===== config.mk =====
export PLATFORM = sky130hd
export DESIGN_NAME = http_header_line_scanner_core
export DESIGN_NICKNAME = d
export VERILOG_FILES = /design/src/hw/rtl/hsc_pkg.sv /design/src/hw/rtl/hsc_step.sv /design/src/hw/rtl/http_header_line_scanner_core.sv
export SDC_FILE = /design/constraint.sdc
export NUM_CORES = 1
export LEC_CHECK = 0
export BUFFER_PORTS_ARGS = -buffer_cell sky130_fd_sc_hd__buf_2
export CAP_MARGIN = 20
export CORE_MARGIN = 1.5
export CORE_UTILIZATION = 51
export CTS_BUF_LIST = sky130_fd_sc_hd__clkbuf_4
export DETAILED_ROUTE_END_ITERATION = 7
export GPL_ROUTABILITY_DRIVEN = 0
export PLACE_DENSITY_LB_ADDON = 0.1
export SYNTH_ARGS = -nofsm -noshare
export SYNTH_HDL_FRONTEND = slang
export SYNTH_SLANG_ARGS = --single-unit

===== constraint.sdc =====
create_clock -name i_clk -period 3.82 [get_ports i_clk]
set_input_delay 1.146 -clock i_clk [delete_from_list [all_inputs] [get_ports i_clk]]
set_output_delay 1.146 -clock i_clk [all_outputs]
set_load 0.05 [all_outputs]

===== src/hw/rtl/hsc_pkg.sv =====
// hsc_pkg: shared types and constants for the http header line scanner
// item structs, scan state codes, byte roles and error codes
// no dependencies
package hsc_pkg;

    // input item: one raw byte of the header section
    typedef struct packed {
        logic [7:0] data_byte;
        logic       new_request;
    } t_in_item;

    // result item: role of the byte and pair / error status
    typedef struct packed {
        logic [2:0] byte_role;
        logic       pair_done;
        logic [7:0] value_length;
        logic       headers_done;
        logic [2:0] error_code;
    } t_out_item;

    // scanner state carried from item to item
    typedef struct packed {
        logic [3:0] scan_state;
        logic [8:0] value_count;
        logic [2:0] sticky_error;
    } t_scan;

    // characters
    localparam logic [7:0] CH_CR    = 8'h0D;
    localparam logic [7:0] CH_LF    = 8'h0A;
    localparam logic [7:0] CH_COLON = 8'h3A;
    localparam logic [7:0] CH_SPACE = 8'h20;

    localparam logic [8:0] COUNT_MAX = 9'd511;

    // scan states
    localparam logic [3:0] ST_START  = 4'd0;
    localparam logic [3:0] ST_KEY    = 4'd1;
    localparam logic [3:0] ST_COLON  = 4'd2;
    localparam logic [3:0] ST_SPACE  = 4'd3;
    localparam logic [3:0] ST_VALUE  = 4'd4;
    localparam logic [3:0] ST_CR     = 4'd5;
    localparam logic [3:0] ST_LF     = 4'd6;
    localparam logic [3:0] ST_END_CR = 4'd7;
    localparam logic [3:0] ST_BODY   = 4'd8;

    // byte roles
    localparam logic [2:0] ROLE_SKIP  = 3'd0;
    localparam logic [2:0] ROLE_KEY   = 3'd1;
    localparam logic [2:0] ROLE_SEP   = 3'd2;
    localparam logic [2:0] ROLE_VALUE = 3'd3;
    localparam logic [2:0] ROLE_EOL   = 3'd4;
    localparam logic [2:0] ROLE_FINAL = 3'd5;
    localparam logic [2:0] ROLE_BODY  = 3'd6;

    // error codes
    localparam logic [2:0] ERR_NONE      = 3'd0;
    localparam logic [2:0] ERR_KEY_EOL   = 3'd1;
    localparam logic [2:0] ERR_NO_SPACE  = 3'd2;
    localparam logic [2:0] ERR_VALUE_LEN = 3'd3;
    localparam logic [2:0] ERR_CR_NO_LF  = 3'd4;

    // configuration register indexes
    localparam logic REG_MAX_VALUE_LENGTH = 1'b0;

    localparam logic [7:0] MAX_VALUE_LENGTH_RST = 8'd255;

endpackage


===== src/hw/rtl/hsc_step.sv =====
// hsc_step: next-state and result logic of the header scanner for one byte
// purely combinational, sits between the input and result registers
// depends on hsc_pkg
module hsc_step (
    input  hsc_pkg::t_scan     i_scan,
    input  hsc_pkg::t_in_item  i_item,
    input  logic [7:0]         i_max_value_length,
    output hsc_pkg::t_scan     o_scan,
    output hsc_pkg::t_out_item o_item
);
    import hsc_pkg::*;

    t_scan      cur;
    t_scan      nxt;
    logic [7:0] b;
    logic [2:0] role;
    logic       pair;
    logic [7:0] vlen;
    logic [2:0] err;

    assign b = i_item.data_byte;

    // new request restarts the scan before this byte
    always_comb begin
        cur = i_scan;
        if (i_item.new_request) begin
            cur.scan_state   = ST_START;
            cur.value_count  = '0;
            cur.sticky_error = ERR_NONE;
        end
    end

    // byte classification and state transition
    always_comb begin
        nxt  = cur;
        role = ROLE_SKIP;
        pair = 1'b0;
        vlen = '0;
        err  = ERR_NONE;
        if (cur.sticky_error == ERR_NONE) begin
            unique case (cur.scan_state)
                ST_KEY: begin
                    if (b == CH_COLON) begin
                        nxt.scan_state = ST_COLON;
                        role = ROLE_SEP;
                    end else if (b == CH_CR || b == CH_LF) begin
                        err = ERR_KEY_EOL;
                    end else begin
                        role = ROLE_KEY;
                    end
                end
                ST_COLON: begin
                    if (b == CH_SPACE) begin
                        nxt.scan_state = ST_SPACE;
                        role = ROLE_SEP;
                    end else begin
                        err = ERR_NO_SPACE;
                    end
                end
                ST_SPACE: begin
                    // first value byte is taken whatever it is
                    nxt.scan_state  = ST_VALUE;
                    nxt.value_count = 9'd1;
                    role = ROLE_VALUE;
                end
                ST_VALUE: begin
                    if (b == CH_CR) begin
                        if (cur.value_count > {1'b0, i_max_value_length}) begin
                            err = ERR_VALUE_LEN;
                        end else begin
                            nxt.scan_state = ST_CR;
                            role = ROLE_EOL;
                        end
                    end else begin
                        if (cur.value_count < COUNT_MAX) begin
                            nxt.value_count = cur.value_count + 9'd1;
                        end
                        role = ROLE_VALUE;
                    end
                end
                ST_CR: begin
                    if (b == CH_LF) begin
                        nxt.scan_state  = ST_LF;
                        nxt.value_count = '0;
                        role = ROLE_EOL;
                        pair = 1'b1;
                        vlen = cur.value_count[7:0];
                    end else begin
                        err = ERR_CR_NO_LF;
                    end
                end
                ST_LF: begin
                    if (b == CH_CR) begin
                        nxt.scan_state = ST_END_CR;
                        role = ROLE_FINAL;
                    end else begin
                        nxt.scan_state = ST_KEY;
                        role = ROLE_KEY;
                    end
                end
                ST_END_CR: begin
                    if (b == CH_LF) begin
                        nxt.scan_state = ST_BODY;
                        role = ROLE_FINAL;
                    end else begin
                        err = ERR_CR_NO_LF;
                    end
                end
                ST_BODY: begin
                    role = ROLE_BODY;
                end
                default: begin
                    // header start: skip leading line ends
                    if (b != CH_CR && b != CH_LF) begin
                        nxt.scan_state = ST_KEY;
                        role = ROLE_KEY;
                    end else begin
                        nxt.scan_state = ST_START;
                    end
                end
            endcase
            // a fresh error blanks this byte's result
            if (err != ERR_NONE) begin
                nxt.sticky_error = err;
                role = ROLE_SKIP;
                pair = 1'b0;
                vlen = '0;
            end
        end
    end

    // result item
    always_comb begin
        o_scan              = nxt;
        o_item.byte_role    = role;
        o_item.pair_done    = pair;
        o_item.value_length = vlen;
        o_item.headers_done = (nxt.sticky_error == ERR_NONE) && (nxt.scan_state == ST_BODY);
        o_item.error_code   = nxt.sticky_error;
    end

endmodule


===== src/hw/rtl/http_header_line_scanner_core.sv =====
// http_header_line_scanner_core: byte-wise http header section scanner
// an accepted item passes the input register, then the result register, before its result is valid
// throughput: one item per cycle unless the result stalls; state update is one pass through hsc_step
// a stalled result holds the item in the input register; the input stalls once that register is full
// reset: synchronous active low; scan restarts at header start, max_value_length returns to 255
// depends on hsc_pkg and hsc_step
module http_header_line_scanner_core (
    input  logic               i_clk,
    input  logic               i_rst_n,
    // input channel
    input  logic               i_in_valid,
    input  hsc_pkg::t_in_item  i_in_item,
    output logic               o_in_stall,
    // result channel
    output logic               o_out_valid,
    output hsc_pkg::t_out_item o_out_item,
    input  logic               i_out_stall,
    // configuration port
    input  logic               psel,
    input  logic               penable,
    input  logic               pwrite,
    input  logic [2:0]         paddr,
    input  logic [31:0]        pwdata,
    output logic [31:0]        prdata,
    output logic               pready
);
    import hsc_pkg::*;

    logic       r_in_valid;
    t_in_item   r_in_item;
    logic       r_out_valid;
    t_out_item  r_out_item;
    t_scan      r_scan;
    t_scan      n_scan;
    t_out_item  n_out_item;
    logic [7:0] r_max_value_length;
    logic       in_accept;
    logic       advance;
    logic       cfg_write;

    // handshake control
    assign advance   = r_in_valid && !(r_out_valid && i_out_stall);
    assign o_in_stall = r_in_valid && !advance;
    assign in_accept = i_in_valid && !o_in_stall;

    // configuration register
    assign pready    = 1'b1;
    assign cfg_write = psel && penable && pwrite && (paddr[2] == REG_MAX_VALUE_LENGTH);
    assign prdata    = (paddr[2] == REG_MAX_VALUE_LENGTH) ? {24'd0, r_max_value_length} : '0;

    always_ff @(posedge i_clk) begin
        if (!i_rst_n) begin
            r_max_value_length <= MAX_VALUE_LENGTH_RST;
        end else if (cfg_write) begin
            r_max_value_length <= pwdata[7:0];
        end
    end

    // input register
    always_ff @(posedge i_clk) begin
        if (!i_rst_n) begin
            r_in_valid <= 1'b0;
        end else if (in_accept) begin
            r_in_valid <= 1'b1;
        end else if (advance) begin
            r_in_valid <= 1'b0;
        end
    end

    always_ff @(posedge i_clk) begin
        if (in_accept) begin
            r_in_item <= i_in_item;
        end
    end

    // per-byte scan logic
    hsc_step u_step (
        .i_scan             (r_scan),
        .i_item             (r_in_item),
        .i_max_value_length (r_max_value_length),
        .o_scan             (n_scan),
        .o_item             (n_out_item)
    );

    // scan state
    always_ff @(posedge i_clk) begin
        if (!i_rst_n) begin
            r_scan.scan_state   <= ST_START;
            r_scan.value_count  <= '0;
            r_scan.sticky_error <= ERR_NONE;
        end else if (advance) begin
            r_scan <= n_scan;
        end
    end

    // result register
    always_ff @(posedge i_clk) begin
        if (!i_rst_n) begin
            r_out_valid <= 1'b0;
        end else if (advance) begin
            r_out_valid <= 1'b1;
        end else if (!i_out_stall) begin
            r_out_valid <= 1'b0;
        end
    end

    always_ff @(posedge i_clk) begin
        if (advance) begin
            r_out_item <= n_out_item;
        end
    end

    assign o_out_valid = r_out_valid;
    assign o_out_item  = r_out_item;

endmodule

==> impl_metrics.py <==
metrics = {
    "status": {
        "outcome": "completed",
    },
    "cts": {
        "cts_hold_buf": 0,
        "cts_tree": "done",
        "cts-root-buf": "clkbuf_4",
        "clock_latency_ns": 0.38,
        "cts_setup_buffers": 0,
        "post_cts_resized": 0,
        "cts_sinks": 51,
        "cts_buffer_depth": 2,
        "numCtsBuffers": 5,
        "h-tree-depth": 2,
        "clk_pin_slew_ns": 0.14,
    },
    "pwr": {
        "p_per_area_nw_per_um2": 307,
        "leakagePower_nw": 1.41,
        "power.total_mw": 1.06,
        "vdd_drop_max_mv": 0.193,
    },
    "hold_path": {
        "min_from": "r_max_value_length[0]$_SDFFE_PN1P_",
        "hold_path_class": "reg -> reg",
    },
    "synthesis": {
        "synth_ff_type": "dfxtp_1",
        "yosys_warnings": 0,
        "ys_seq_area_share_pct": 39.2,
        "synth_top_area_share_pct": 23.2,
        "synth_area_leaders": "edfxtp_1, dfxtp_1, buf_4",
        "synth_seq_cells": 51,
        "async_flop_share_pct": 0,
        "synth_edf_count": 25,
        "syn_avg_cell_area_um2": 8.81,
        "yosys.area.top_type": "edfxtp_1",
        "netlist_area_um2": 3240,
        "synth.distinct_cells": 72,
        "synthCells": 368,
    },
    "cells_and_area": {
        "num_antenna_cells": 0,
        "fill_cells": 608,
        "seqCellArea_um2": 1270,
        "final_cells": 484,
        "final_nets": 467,
        "drive_gt1_share_pct": 20.0,
        "area_growth_pct": 6.29,
        "multiInputGateArea_um2": 1700,
    },
    "detailed_routing": {
        "antenna_left": 0,
        "first_pass_iters": 4,
        "wl_per_cell_um": 13.6,
        "avgViaCountPerCell": 5.53,
        "routed_wl_mm": 6.60,
        "drc": 0,
        "drtIter0Drc": 172,
        "vias": 2675,
    },
    "setup_path": {
        "slowest_stage": "edfxtp_1",
        "crit_chain": "buf_4, nand2b_1, inv_1, ha_1, nand3_1, or2_2, nor4_2, o21ai_2, o2111ai_4, nor2_1",
        "r2r-start": "r_in_item[0]$_DFFE_PP_",
        "path_class": "reg -> reg",
        "startpoint": "r_in_item[0]$_DFFE_PP_",
        "startpoint_type": "flop",
        "max_stage_delay_ns": 0.36,
        "critPathCaptureType": "flop",
        "required_ns": 3.95,
        "arrival_ns": 3.09,
        "crit_path_max_fanout": 23,
    },
    "die": {
        "die_area_um2": 6840,
        "io_pins": 102,
        "rows": 28,
        "dieHeight_um": 82.7,
        "die_w_um": 82.7,
        "start_util_pct": 53.8,
        "core_area_um2": 6030,
    },
    "sta": {
        "hold_slack_ns": 0.494,
        "rsz0062_at_grt": "no",
        "fin_skew_ns": 0.0209,
        "tns_ns": 0,
        "fin_crit_sh_pct": 77.5,
        "post-route-min-period_ns": 2.96,
        "fmax_ghz": 0.338,
        "slew_headroom_pct": 56.2,
        "finalSetupViolCount": 0,
        "maxSlewViolCount": 0,
        "setup_ws_ns": 0.858,
        "final-hold-violation-count": 0,
        "worstMarginPinSlew_ns": 0.656,
    },
    "placed_design": {
        "dpl.cell_count": 477,
        "dp_hpwl_mm": 4.83,
        "post-place-ws_ns": 0.864,
        "numPortBuffers": 50,
    },
    "grt": {
        "grt.overflow.total": 0,
        "grt_pass1_wl_mm": 10.8,
        "track_usage_pct": 20.7,
        "grt_pass1_vias": 2219,
        "grt_max_degree": 28,
        "antenna_found_initial": 0,
    },
    "run": {
        "drv_cap": 0,
    },
}
metrics by stage:
step	utilization, %	cell area [um^2]
CTS	57.2	3440
floorplan	-	3330
finish	57.2	3440
global route	57.2	3440
detailed placement	56.4	3400
global placement	56.4	3400
cell usage in the layout (no fill, tap or decap), drive strengths merged, types with 8 or more instances in the layout:
master	Yosys	final
nor2	46	46
dfxtp	26	26
edfxtp	25	25
nand2	41	41
inv	16	16
nor2b	15	15
o21ai	19	19
nor3	10	10
o211ai	8	8
buf	37	52
conb	2	25
nand3	11	11
a21oi	16	16
cell usage after synthesis, types with 4 or more instances:
cell      instances
o21ai_0          13
nor3_1           10
nand2_1          40
dfxtp_1          26
a22oi_1           5
nand4b_1          4
nand3_1          11
edfxtp_1         25
ha_1              7
buf_2             5
a21oi_1          16
nor2b_1          15
nand4_1           5
inv_1            15
o21ai_1           4
o211ai_1          8
a31oi_1           4
nand3b_1          5
nand2b_1          5
nor2_1           43
clkbuf_1          4
buf_4            29
kinds of logic (layout without fill, tap and decap cells):
group | after synthesis | in the layout | share of synthesized area [%]
mux | 3 | 3 | 0.927
fa+ha+maj | 7 | 7 | 2.70
buf+inv | 58 | 76 | 10.8
simple gates | 168 | 168 | 28.4
xor+xnor | 1 | 1 | 0.270
flops | 51 | 51 | 39.2
compound gates | 78 | 78 | 17.4
other cells | 2 | 25 | 0.232
worst max-delay path: cells and delay by family (launching register included):
kind / cells / cell delay (ns)
compound gates: 2 / 0.52
fa+ha+maj: 1 / 0.31
buf+inv: 2 / 0.41
flops: 1 / 0.36
simple gates: 5 / 1.13
layer usage:
layer  wire (um)  vias up  track usage, %
met4          87        0            6.00
met3         411        9            3.74
met2        2970      100            32.4
li1            -     1347               -
met1        3130     1219            29.1
met5           0        -               0
worst paths after layout:
check | endpoint | slack [ns] | cells past startpoint
max | o_out_item[5]$_SDFFCE_PP0P_ | 0.86 | 10
min | r_max_value_length[0]$_SDFFE_PN1P_ | 0.49 | 2
max reg2reg | o_out_item[5]$_SDFFCE_PP0P_ | 0.86 | 10
min reg2reg | r_max_value_length[0]$_SDFFE_PN1P_ | 0.49 | 2
flip-flops by register name, indices dropped and copies added (netlist names):
register / flops
r_in_item: 9
r_scan: 16
o_out_item: 16
o_out_valid: 1
r_max_value_length: 8
r_in_valid: 1
area by class of cell:
| class | count | area share, % |
|---|---|---|
| clock buffers | 5 | 1.09 |
| clock inverters | 2 | 0.254 |
| inverters | 17 | 1.85 |
| multi-input cells | 282 | 49.5 |
| flip-flops and latches | 51 | 36.9 |
| well taps | 75 | 2.72 |
| repair buffers | 52 | 7.70 |
where the power goes:
part,total [mW],internal [mW],switching (mW)
sequential,0.611,0.595,0.0163
clock,0.230,0.0656,0.164
combinational,0.218,0.0499,0.168
total,1.06,0.711,0.349
Note: power is estimated with default switching activity, not from simulation.
